--- config.mk ---
export PLATFORM = sky130hd
export DESIGN_NAME = framed_command_receiver_core
export DESIGN_NICKNAME = d
export VERILOG_FILES = /design/src/design/fcr_pkg.sv /design/src/design/fcr_front.sv /design/src/design/fcr_queue.sv /design/src/design/fcr_back.sv /design/src/design/framed_command_receiver_core.sv
export VERILOG_INCLUDE_DIRS = /design/src /design/src/design
export SDC_FILE = /design/constraint.sdc
export NUM_CORES = 1
export LEC_CHECK = 0
export BUFFER_PORTS_ARGS = -buffer_cell sky130_fd_sc_hd__buf_2
export CAP_MARGIN = 25
export CORE_ASPECT_RATIO = 0.75
export CORE_MARGIN = 4
export CORE_UTILIZATION = 30
export DETAILED_ROUTE_END_ITERATION = 6
export GPL_TIMING_DRIVEN = 0
export PLACE_DENSITY = 0.48
export SYNTH_ARGS = -nofsm -noshare
export SYNTH_HDL_FRONTEND = slang
export SYNTH_HIERARCHICAL = 1
export SYNTH_SLANG_ARGS = --single-unit
--- constraint.sdc ---
create_clock -name i_clk -period 5.5 [get_ports i_clk]
set_clock_uncertainty 0.05 [all_clocks]
set_input_delay 0.275 -clock i_clk [delete_from_list [all_inputs] [get_ports i_clk]]
set_output_delay 0.275 -clock i_clk [all_outputs]
set_load 0.01 [all_outputs]
--- src/design/framed_command_receiver_core_assert.svh ---
// Assertion macros shared by the receiver core
`ifndef FRAMED_COMMAND_RECEIVER_CORE_ASSERT_SVH
`define FRAMED_COMMAND_RECEIVER_CORE_ASSERT_SVH

// Check a same-cycle implication, masked while reset is asserted
`define FCR_ASSERT_NOW(lbl, clk, rst_n, ante, cons) \
    lbl: assert property (@(posedge clk) disable iff (!rst_n) (ante) |-> (cons)) \
        else $error("framed command receiver: assertion failed");

// Check an implication on the following cycle, never masked
`define FCR_ASSERT_NEXT(lbl, clk, ante, cons) \
    lbl: assert property (@(posedge clk) (ante) |=> (cons)) \
        else $error("framed command receiver: assertion failed");

`endif

--- src/design/fcr_pkg.sv ---
// Shared types and constants for the framed command receiver
`timescale 1ns / 1ps
`default_nettype none
package fcr_pkg;

    // Framing marks
    localparam logic [7:0] END_MARK = 8'h55;
    localparam logic [7:0] HDR_MARK = 8'hAA;

    // Default saturation point of the byte position counter
    localparam int POSITION_LIMIT_DEF = 511;

    // Entries in the queue between front and back
    localparam int QUEUE_DEPTH = 2;

    // Status codes
    localparam logic [2:0] ST_OK       = 3'd0;
    localparam logic [2:0] ST_BAD_HDR  = 3'd1;
    localparam logic [2:0] ST_BAD_CMD  = 3'd2;
    localparam logic [2:0] ST_BAD_LEN  = 3'd3;
    localparam logic [2:0] ST_BAD_CSUM = 3'd4;

    // One finished frame, as the front hands it to the back
    typedef struct packed {
        logic [6:0][7:0] front;
        logic [7:0]      rsum;
        logic [7:0]      csum;
    } t_frame;

    // Push request into the queue
    typedef struct packed {
        logic   valid;
        t_frame frame;
    } t_push;

endpackage
`default_nettype wire

--- src/design/fcr_front.sv ---
// Front end: tracks byte positions, sums the checksum and detects frame end
`timescale 1ns / 1ps
`default_nettype none
module fcr_front #(
    parameter int POSITION_LIMIT = fcr_pkg::POSITION_LIMIT_DEF
) (
    input  wire logic          i_clk,
    input  wire logic          i_rst_n,
    input  wire logic          i_valid,
    output logic               o_ready,
    input  wire logic [7:0]    i_rx_byte,
    input  wire logic          i_full,
    output fcr_pkg::t_push     o_push
);
    import fcr_pkg::*;

    localparam int PW = $clog2(POSITION_LIMIT + 1);
    localparam int CW = (PW > 9) ? PW : 9;

    logic [PW-1:0]   r_pos,    n_pos;
    logic            r_armed,  n_armed;
    logic [6:0][7:0] r_front,  n_front;
    logic [7:0]      r_sum,    n_sum;
    logic [1:0][7:0] r_recent, n_recent;

    logic accept;
    logic in_range;
    logic counted;
    logic frame_end;

    // Take a request whenever the queue can absorb a finished frame
    assign o_ready = !i_full;
    assign accept  = i_valid && o_ready;

    assign in_range = r_pos < PW'(POSITION_LIMIT);
    assign counted  = (r_pos >= PW'(4)) &&
                      (CW'(r_pos) < (CW'(r_front[3]) + CW'(4)));
    assign frame_end = (i_rx_byte == END_MARK) && r_armed;

    // Next frame state for the accepted byte
    always_comb begin
        n_pos    = r_pos;
        n_armed  = r_armed;
        n_front  = r_front;
        n_sum    = r_sum;
        n_recent = r_recent;
        if (in_range) begin
            for (int k = 0; k < 7; k++) begin
                if (r_pos == PW'(k)) begin
                    n_front[k] = i_rx_byte;
                end
            end
            if (r_pos == PW'(2) || r_pos == PW'(3) || counted) begin
                n_sum = r_sum + i_rx_byte;
            end
            n_pos = r_pos + PW'(1);
        end
        n_recent[1] = r_recent[0];
        n_recent[0] = i_rx_byte;
        if (i_rx_byte == END_MARK) begin
            n_armed = 1'b1;
        end
    end

    // Hand the finished frame to the queue
    always_comb begin
        o_push.valid       = accept && frame_end;
        o_push.frame.front = n_front;
        o_push.frame.rsum  = r_recent[1];
        o_push.frame.csum  = n_sum;
    end

    // Hold frame state; clear it at frame end
    always_ff @(posedge i_clk) begin
        if (!i_rst_n) begin
            r_pos    <= '0;
            r_armed  <= 1'b0;
            r_front  <= '0;
            r_sum    <= '0;
            r_recent <= '0;
        end else if (accept) begin
            if (frame_end) begin
                r_pos    <= '0;
                r_armed  <= 1'b0;
                r_front  <= '0;
                r_sum    <= '0;
                r_recent <= '0;
            end else begin
                r_pos    <= n_pos;
                r_armed  <= n_armed;
                r_front  <= n_front;
                r_sum    <= n_sum;
                r_recent <= n_recent;
            end
        end
    end

endmodule
`default_nettype wire

--- src/design/fcr_queue.sv ---
// Small queue of finished frames between front and back
`timescale 1ns / 1ps
`default_nettype none
module fcr_queue (
    input  wire logic          i_clk,
    input  wire logic          i_rst_n,
    input  wire fcr_pkg::t_push i_push,
    output logic               o_full,
    output logic               o_head_valid,
    output fcr_pkg::t_frame    o_head,
    input  wire logic          i_pop
);
    import fcr_pkg::*;

    localparam int AW = (QUEUE_DEPTH > 1) ? $clog2(QUEUE_DEPTH) : 1;
    localparam int NW = $clog2(QUEUE_DEPTH + 1);

    t_frame        r_mem [QUEUE_DEPTH];
    logic [AW-1:0] r_wr_ptr, n_wr_ptr;
    logic [AW-1:0] r_rd_ptr, n_rd_ptr;
    logic [NW-1:0] r_count,  n_count;

    logic do_push;
    logic do_pop;

    assign o_full       = r_count == NW'(QUEUE_DEPTH);
    assign o_head_valid = r_count != '0;
    assign o_head       = r_mem[r_rd_ptr];

    assign do_push = i_push.valid && !o_full;
    assign do_pop  = i_pop && o_head_valid;

    // Advance pointers with wrap at the queue depth
    always_comb begin
        n_wr_ptr = r_wr_ptr;
        n_rd_ptr = r_rd_ptr;
        n_count  = r_count;
        if (do_push) begin
            n_wr_ptr = (r_wr_ptr == AW'(QUEUE_DEPTH - 1)) ? '0 : r_wr_ptr + AW'(1);
        end
        if (do_pop) begin
            n_rd_ptr = (r_rd_ptr == AW'(QUEUE_DEPTH - 1)) ? '0 : r_rd_ptr + AW'(1);
        end
        if (do_push && !do_pop) begin
            n_count = r_count + NW'(1);
        end else if (do_pop && !do_push) begin
            n_count = r_count - NW'(1);
        end
    end

    // Pointer and fill state
    always_ff @(posedge i_clk) begin
        if (!i_rst_n) begin
            r_wr_ptr <= '0;
            r_rd_ptr <= '0;
            r_count  <= '0;
        end else begin
            r_wr_ptr <= n_wr_ptr;
            r_rd_ptr <= n_rd_ptr;
            r_count  <= n_count;
        end
    end

    // Store entries
    always_ff @(posedge i_clk) begin
        if (do_push) begin
            r_mem[r_wr_ptr] <= i_push.frame;
        end
    end

endmodule
`default_nettype wire

--- src/design/fcr_back.sv ---
// Back end: checks the frame and holds the result for the output channel
`timescale 1ns / 1ps
`default_nettype none
module fcr_back (
    input  wire logic          i_clk,
    input  wire logic          i_rst_n,
    input  wire logic          i_head_valid,
    input  wire fcr_pkg::t_frame i_head,
    output logic               o_pop,
    output logic               o_valid,
    input  wire logic          i_ready,
    output logic [2:0]         o_status,
    output logic [7:0]         o_hdr_first,
    output logic [7:0]         o_hdr_second,
    output logic [7:0]         o_command,
    output logic [7:0]         o_arg_count,
    output logic [7:0]         o_arg_first,
    output logic [7:0]         o_arg_second,
    output logic [7:0]         o_arg_third,
    output logic [7:0]         o_received_sum,
    output logic [7:0]         o_computed_sum
);
    import fcr_pkg::*;

    // Allowed counts per command, commands 1 to 5
    localparam logic [7:0] ALLOWED_COUNTS [5][2] = '{
        '{8'd1, 8'd2}, '{8'd1, 8'd3}, '{8'd1, 8'd2}, '{8'd2, 8'd0}, '{8'd1, 8'd0}
    };
    localparam logic [1:0] ALLOWED_NUM [5] = '{2'd2, 2'd2, 2'd2, 2'd1, 2'd1};

    logic       r_valid;
    logic [2:0] r_status;
    t_frame     r_frame;

    logic       load;
    logic       hdr_ok;
    logic       cmd_ok;
    logic       len_ok;
    logic [2:0] cmd_idx;
    logic [2:0] status;

    // Refill the output register when empty or being drained
    assign load  = i_head_valid && (!r_valid || i_ready);
    assign o_pop = load;

    assign hdr_ok  = (i_head.front[0] == HDR_MARK) && (i_head.front[1] == HDR_MARK);
    assign cmd_ok  = (i_head.front[2] >= 8'd1) && (i_head.front[2] <= 8'd5);
    assign cmd_idx = 3'(i_head.front[2] - 8'd1);

    // Look up the count against the allowed list of the command
    always_comb begin
        len_ok = 1'b0;
        if (cmd_ok) begin
            for (int i = 0; i < 2; i++) begin
                if (2'(i) < ALLOWED_NUM[cmd_idx] &&
                    ALLOWED_COUNTS[cmd_idx][i] == i_head.front[3]) begin
                    len_ok = 1'b1;
                end
            end
        end
    end

    // Classify in priority order
    always_comb begin
        if (!hdr_ok) begin
            status = ST_BAD_HDR;
        end else if (!cmd_ok) begin
            status = ST_BAD_CMD;
        end else if (!len_ok) begin
            status = ST_BAD_LEN;
        end else if (i_head.csum != i_head.rsum) begin
            status = ST_BAD_CSUM;
        end else begin
            status = ST_OK;
        end
    end

    // Output valid flag
    always_ff @(posedge i_clk) begin
        if (!i_rst_n) begin
            r_valid <= 1'b0;
        end else if (load) begin
            r_valid <= 1'b1;
        end else if (i_ready) begin
            r_valid <= 1'b0;
        end
    end

    // Output payload
    always_ff @(posedge i_clk) begin
        if (load) begin
            r_status <= status;
            r_frame  <= i_head;
        end
    end

    assign o_valid        = r_valid;
    assign o_status       = r_status;
    assign o_hdr_first    = r_frame.front[0];
    assign o_hdr_second   = r_frame.front[1];
    assign o_command      = r_frame.front[2];
    assign o_arg_count    = r_frame.front[3];
    assign o_arg_first    = r_frame.front[4];
    assign o_arg_second   = r_frame.front[5];
    assign o_arg_third    = r_frame.front[6];
    assign o_received_sum = r_frame.rsum;
    assign o_computed_sum = r_frame.csum;

endmodule
`default_nettype wire

--- src/design/framed_command_receiver_core.sv ---
// Throughput: one received byte per cycle, limited only by the two-entry frame queue.
// A frame result enters the queue at the edge that takes its terminator byte,
// then the output register once that register is empty or being drained.
// Reset: synchronous active-low i_rst_n clears the frame state, queue and output valid.
// The output register lets new bytes arrive while a result waits to be taken.
`timescale 1ns / 1ps
`default_nettype none
`include "framed_command_receiver_core_assert.svh"
module framed_command_receiver_core #(
    parameter int POSITION_LIMIT = fcr_pkg::POSITION_LIMIT_DEF
) (
    input  wire logic       i_clk,
    input  wire logic       i_rst_n,
    input  wire logic       i_valid,
    output logic            o_ready,
    input  wire logic [7:0] i_rx_byte,
    output logic            o_valid,
    input  wire logic       i_ready,
    output logic [2:0]      o_status,
    output logic [7:0]      o_hdr_first,
    output logic [7:0]      o_hdr_second,
    output logic [7:0]      o_command,
    output logic [7:0]      o_arg_count,
    output logic [7:0]      o_arg_first,
    output logic [7:0]      o_arg_second,
    output logic [7:0]      o_arg_third,
    output logic [7:0]      o_received_sum,
    output logic [7:0]      o_computed_sum
);
    import fcr_pkg::*;

    t_push  push;
    logic   full;
    logic   head_valid;
    t_frame head;
    logic   pop;

    logic   hdr_good;
    logic   sums_match;
    logic   cmd_in_range;
    logic   past_cmd_check;

    // Accept bytes and build frames
    fcr_front #(
        .POSITION_LIMIT (POSITION_LIMIT)
    ) u_front (
        .i_clk     (i_clk),
        .i_rst_n   (i_rst_n),
        .i_valid   (i_valid),
        .o_ready   (o_ready),
        .i_rx_byte (i_rx_byte),
        .i_full    (full),
        .o_push    (push)
    );

    // Decouple front and back
    fcr_queue u_queue (
        .i_clk        (i_clk),
        .i_rst_n      (i_rst_n),
        .i_push       (push),
        .o_full       (full),
        .o_head_valid (head_valid),
        .o_head       (head),
        .i_pop        (pop)
    );

    // Check frames and drive the result channel
    fcr_back u_back (
        .i_clk          (i_clk),
        .i_rst_n        (i_rst_n),
        .i_head_valid   (head_valid),
        .i_head         (head),
        .o_pop          (pop),
        .o_valid        (o_valid),
        .i_ready        (i_ready),
        .o_status       (o_status),
        .o_hdr_first    (o_hdr_first),
        .o_hdr_second   (o_hdr_second),
        .o_command      (o_command),
        .o_arg_count    (o_arg_count),
        .o_arg_first    (o_arg_first),
        .o_arg_second   (o_arg_second),
        .o_arg_third    (o_arg_third),
        .o_received_sum (o_received_sum),
        .o_computed_sum (o_computed_sum)
    );

    // Checker terms on the result channel
    assign hdr_good       = (o_hdr_first == HDR_MARK) && (o_hdr_second == HDR_MARK);
    assign sums_match     = o_received_sum == o_computed_sum;
    assign cmd_in_range   = (o_command >= 8'd1) && (o_command <= 8'd5);
    assign past_cmd_check = (o_status == ST_OK) || (o_status == ST_BAD_LEN) ||
                            (o_status == ST_BAD_CSUM);

    // An accepted frame has a good header and matching checksums
    `FCR_ASSERT_NOW(a_ok_frame, i_clk, i_rst_n, o_valid && o_status == ST_OK, hdr_good && sums_match)
    // A bad header report really has a wrong header byte
    `FCR_ASSERT_NOW(a_bad_hdr, i_clk, i_rst_n, o_valid && o_status == ST_BAD_HDR, !hdr_good)
    // Past the command check the command number is in range
    `FCR_ASSERT_NOW(a_cmd_range, i_clk, i_rst_n, o_valid && past_cmd_check, cmd_in_range)
    // Reset drops any pending result
    `FCR_ASSERT_NEXT(a_rst_empty, i_clk, !i_rst_n, !o_valid)

endmodule
`default_nettype wire

==> qor.yml, run 1 <==
clock_network:
  cts_tree: "done"
  ctsHoldBuffers: 0
  clk_latency_ps: 520
  cts_buffers: 34
  cts-root-buf: "clkbuf_16"
  cts_setup_buffers: 0
  cts_resized: 0
  max-clock-path-buffers: 3
  clk_pin_slew_ps: 60
  cts.sinks: 315
  htreeDepth: 2
place:
  post_dp_cell_area_sq_um: 14300
  post-place-ws_ps: 1350
  place_congestion: 0.815
  hpwl_microns: 20500
  portBuffers: 87
setup_path:
  cp-start-kind: "flip-flop"
  reg2reg_slack_ps: 1700
  cp.arrival_ps: 3960
  criticalPathCategory: "reg -> reg"
  critPathMaxFanout: 16
  end_kind: "flip-flop"
  worstPathRequired_ps: 5670
timing:
  rsz0062_at_grt: "false"
  slew_headroom_pct: 38.4
  fin_setup_tns_ps: 0
  fin_ws_ps: 1700
  fin_crit_ps: 3800
  post-route-period-util_pct: 69.1
  finalMaxSlewViolations: 0
  worst_slew_pin_slew_ps: 924
  holdWs_ps: 64.3
  setup_viol: 0
  fmax_ghz: 0.263
  hold_viol: 0
die:
  die_x_microns: 248
  dieArea_sq_um: 46600
  design.portCount: 89
  dieHeight_microns: 188
  core_sq_um: 42400
  fp-row-count: 65
  start_util_pct: 30.6
synthesis:
  synth_ff_type: "edfxtp_1"
  ys_types: 62
  ys_warn_count: 6
  syn_area_sq_um: 13000
  synth_top_area_share_pct: 50.8
  synth.area.top_cells: "edfxtp_1 (51%), dfxtp_1 (15%), mux2_1 (6.1%)"
  synth-edff-count: 219
  yosys.area.top_type: "edfxtp_1"
  ys_seq_area_share_pct: 65.6
  netlist_instances: 897
  ys_ff_latch: 315
  syn_area_per_cell_sq_um: 14.4
  syn-num-nets: 933
  async_flop_share_pct: 0
run:
  maxCapViolations: 0
routing:
  dr_total_vias: 7586
  route.detailed.drc: 0
  ant_nets: 0
  routedWlPerCell_microns: 18.9
  routed_wl_microns: 30700
  routed_via_density: 4.68
  drtIter0Drc: 455
  drt-pass1-iter-count: 5
grt:
  grt_pass1_wl_microns: 46800
  antenna_found_initial: 0
  grt.total_usage_pct: 13.2
  first_global_vias: 7673
  grt_overflow: 0
  grt_start_max_net_pins: 43
cells_and_area:
  biggestRegsByFlops: "u_queue/r_mem: 144 flops, u_front/r_front: 56 flops, u_front/r_pos: 9 flops"
  drive_gt1_share_pct: 22.1
  layout_common_cells: "edfxtp_1 (219), dfxtp_1 (96), buf_2 (93), mux2_1 (70), nor2b_1 (63)"
  design_area_sq_um: 15400
  largest_reg_flops: 144
  final_util_pct: 36.3
  regMostFlops: "u_queue/r_mem"
  area_growth_syn_to_layout_pct: 18.7
  layout_commonest_cell: "edfxtp_1"
  finalNetCount: 1063
outcome:
  status: "finished, final reports clean"
worst_hold_path:
  holdCritPathClass: "in -> reg"
power:
  peakVddDrop_v: 0.000170
  leakagePower_nw: 5.31
  power_density_nw_per_um2: 325
## power breakdown
part           leakage [nW]  internal (mW)  switching [mW]
combinational          1.99         0.0645           0.116
clock                 0.533           1.35           0.920
sequential             2.78           2.53          0.0107
total                  5.31           3.95            1.05
## worst paths after layout
path / depth (start not counted) / from / endpoint
min reg2reg: 0 / u_front/o_push[10] / u_queue/r_mem[0][10]
max reg2reg: 11 / u_queue/r_count[0] / u_queue/r_mem[0][24]
max: 11 / u_queue/r_count[0] / u_queue/r_mem[0][24]
min: 3 / i_ready / u_back/o_valid
## Yosys cell counts (15+ instances only)
master    number
nand3_1       20
a21boi_0      17
edfxtp_1     219
a22oi_1       56
nor2_1        25
dfxtp_1       96
mux2_1        70
nor2b_1       64
ha_1          23
nand2_1       47
mux2_2        59
xor2_1        15
clkbuf_1      26
## layer usage
layer / up-vias / track usage, % / routed length (microns)
met2: 155 / 20.1 / 13600
met1: 3747 / 19.1 / 15000
met5: - / 0 / 0
met4: 0 / 3.49 / 601
met3: 45 / 2.67 / 1520
li1: 3639 / - / -
## stage by stage
step                instances  power, mW
detailed placement       1560       2.78
CTS                      1621       5.08
floorplan                 897       2.71
global placement         1553       2.77
finish                   1622       4.99
global route             1621       5.18
## final cells by class
cell class	instances	area, sq um
sequential	315	8500
multi-input combinational	526	4200
clock buffer	47	985
clock inverter	14	120
fill	4107	27000
timing repair buffer	94	588
inverter	15	56.3
buffer	41	224
antenna	1	2.50
tap	569	712
## logic make-up after synthesis
group | synth area share, %
xor+xnor | 1.96
mux | 11.2
compound gates | 7.64
fa+ha+maj | 2.38
simple gates | 9.05
buf+inv | 2.16
flops | 65.6
## critical path: stages (launching register included)
cell,delay [ps]
dfxtp_1,410
nand2b_1,200
inv_2,80
inv_1,70
nand2_1,340
clkbuf_1,380
clkbuf_1,320
nor2_1,290
inv_1,130
nor3_4,740
buf_8,270
buf_16,170
(Power assumes the default switching activity.)
==> run 2, diff against run 1 <==
==> constraint.sdc (replaced) <==
create_clock -name i_clk -period 3.2 [get_ports i_clk]
set_clock_uncertainty 0.05 [all_clocks]
set_input_delay 0.16 -clock i_clk [delete_from_list [all_inputs] [get_ports i_clk]]
set_output_delay 0.16 -clock i_clk [all_outputs]
set_load 0.01 [all_outputs]
==> run 2 against run 1 <==
Effect of this change:
- critical endpoint is now u_back/o_status[1]
- sequential power rose by 72%
- sequential share of layout area is 0.69 points lower
- first-iteration DRC count rose by 7.0%
- critical path type unchanged
- die area did not move
- largest power group unchanged
==> qor.yml, run 2 (same netlist as run 1, synthesis figures left out) <==
outcome:
  status: "finished, final reports clean"
timing:
  worst_slew_pin_slew_ps: 974  # +49.6 ps
  post-route-period-util_pct: 94.5  # +25 points
  slew_headroom_pct: 35.1  # -3.3 points
  fmax_ghz: 0.331  # +26%
  finalMaxSlewViolations: 0  # unchanged
  rsz0062_at_grt: "false"
  hold_viol: 0  # unchanged
  setup_viol: 0  # unchanged
  fin_ws_ps: 175  # -1530 ps
  fin_crit_ps: 3020  # -774 ps
setup_path:
  reg2reg_slack_ps: 180  # -1530 ps
  cp-endpoint: "u_back/o_status[1]"
  crit_path_cell_trace: "clkbuf_4, buf_6, mux2_1, or2_1, ha_1, nor3b_1, xor2_1, o22ai_1, a31oi_1"
  cp_num_cells: 9  # -2
  worstRegToRegCells: 9  # -2
  end_kind: "flip-flop"
  critPathMaxFanout: 10  # -6
  cp-start-kind: "flip-flop"
  cp.arrival_ps: 3220  # -740 ps
  cpPeakStageDelay_ps: 450  # -290 ps
  crit_buf_inv: 2  # -5
  crit_family: "simple AND/OR/NAND/NOR gates"
  worstPathRequired_ps: 3390  # -2280 ps
  slowest_stage: "mux2_1"
  r2r-end: "u_back/o_status[1]"
  criticalPathCategory: "reg -> reg"
power:
  leakagePower_nw: 5.42  # +2.2%
  peakVddDrop_v: 0.000296  # +74%
  finalPower_mw: 8.88  # +78%
  power_density_nw_per_um2: 570  # +76%
routing:
  drt-pass1-iter-count: 4  # -1
  drtIter0Drc: 487  # +7.0%
  ant_nets: 0  # unchanged
  routedWlPerCell_microns: 19.4  # +2.3%
  dr_total_vias: 7672  # +1.1%
  route.detailed.drc: 0  # unchanged
  routed_via_density: 4.71  # +0.70%
  routed_wl_microns: 31500  # +2.8%
die:
  start_util_pct: 30.6  # unchanged
  design.portCount: 89  # unchanged
  dieHeight_microns: 188  # unchanged
  dieArea_sq_um: 46600  # unchanged
  fp-row-count: 65  # unchanged
  die_x_microns: 248  # unchanged
  core_sq_um: 42400  # unchanged
cells_and_area:
  drive_gt1_share_pct: 23.7  # +1.5 points
  finalNetCount: 1072  # +0.85%
  final_util_pct: 36.8  # +0.46 points
  area_growth_syn_to_layout_pct: 20.2
  layout_common_cells: "edfxtp_1 (219), dfxtp_1 (96), buf_2 (93), mux2_1 (70), nor2b_1 (63)"
  biggestRegsByFlops: "u_queue/r_mem: 144 flops, u_front/r_front: 56 flops, u_front/r_pos: 9 flops"
  antenna_cells: 0  # -1
  largest_reg_flops: 144  # unchanged
  layout_commonest_cell: "edfxtp_1"
  fill_cells: 4096  # -0.27%
  regMostFlops: "u_queue/r_mem"
clock_network:
  cts_tree: "done"
  clk_pin_slew_ps: 60  # about the same
  htreeDepth: 2  # unchanged
  cts-root-buf: "clkbuf_16"
  max-clock-path-buffers: 3  # unchanged
  clk_latency_ps: 520  # about the same
  cts.sinks: 315  # unchanged
  cts_buffers: 34  # unchanged
run:
  maxCapViolations: 0  # unchanged
grt:
  grt.total_usage_pct: 13.4  # +0.24 points
  grt_pass1_wl_microns: 47500  # +1.6%
  first_global_vias: 7544  # -1.7%
  grt_overflow: 0  # unchanged
  grt_start_max_net_pins: 38  # -12%
  antenna_found_initial: 1  # +1
worst_hold_path:
  holdCritPathClass: "in -> reg"
place:
  post-place-ws_ps: -211  # -1560 ps
  hpwl_microns: 21200  # +3.0%
  place_congestion: 0.860  # +5.5%
  portBuffers: 87  # unchanged
run 2: power by group:
group / internal [mW] / switching, mW
Combinational: 0.115 / 0.202
Sequential: 4.35 / 0.0200
Clock: 2.58 / 1.61
run 2: through the flow:
| step | instance area, sq um | hold WS, ps | cells | setup TNS (ps) |
|---|---|---|---|---|
| global placement | 14200 | 392 | 1553 | -200390 |
| finish | 15600 | 75.3 | 1629 | 0 |
| floorplan | 13000 | 228 | 897 | -29270 |
| detailed placement | 14300 | 401 | 1560 | -5820 |
| CTS | 15600 | 51.9 | 1628 | 0 |
| global route | 15600 | 71.9 | 1629 | 0 |
run 2: layout make-up:
class	instances	area [sq um]	area share (%)
flip-flops and latches	315	8500	54.6
repair buffers	102	651	4.18
plain buffers	41	258	1.65
clock inverters	15	229	1.47
clock buffers	45	953	6.12
well taps	569	712	4.57
inverters	15	56.3	0.361
multi-input cells	527	4220	27.1
run 2: worst min-delay path by stage:
stage	endpoint	cells after the start	from
CTS	u_front/r_front[24]	3	i_rx_byte[0]
global route	u_front/r_front[43]	3	i_rx_byte[3]
detailed placement	u_queue/r_mem[0][11]	0	u_front/o_push[11]
finish	u_front/r_front[24]	3	i_rx_byte[0]
global placement	u_queue/r_mem[0][11]	0	u_front/o_push[11]
floorplan	u_queue/r_wr_ptr	1	i_rst_n
run 2: metal layers:
layer	up-vias	track usage, %	share of wire [%]
li1	3653	-	-
met1	3822	21.0	52
met2	156	18.9	42
met3	41	2.49	4.2
met4	0	3.49	1.7
met5	-	0	0
run 2: repair_timing:
action / in CTS / in global routing
pin swaps: 1 / 0
endpoints found under the setup margin: 31 / 40
cloned: 0 / 1
endpoints found under the hold margin: 9 / 0
setup buffers: 4 / 0
hold buffers: 4 / 0
resized for setup: 1 / 2
run 2: worst register-to-register path: stages, from the launching register on:
cell,delay (ps)
dfxtp_1,300
clkbuf_4,300
buf_6,230
mux2_1,460
or2_1,300
ha_1,320
nor3b_1,230
xor2_1,90
o22ai_1,320
a31oi_1,140
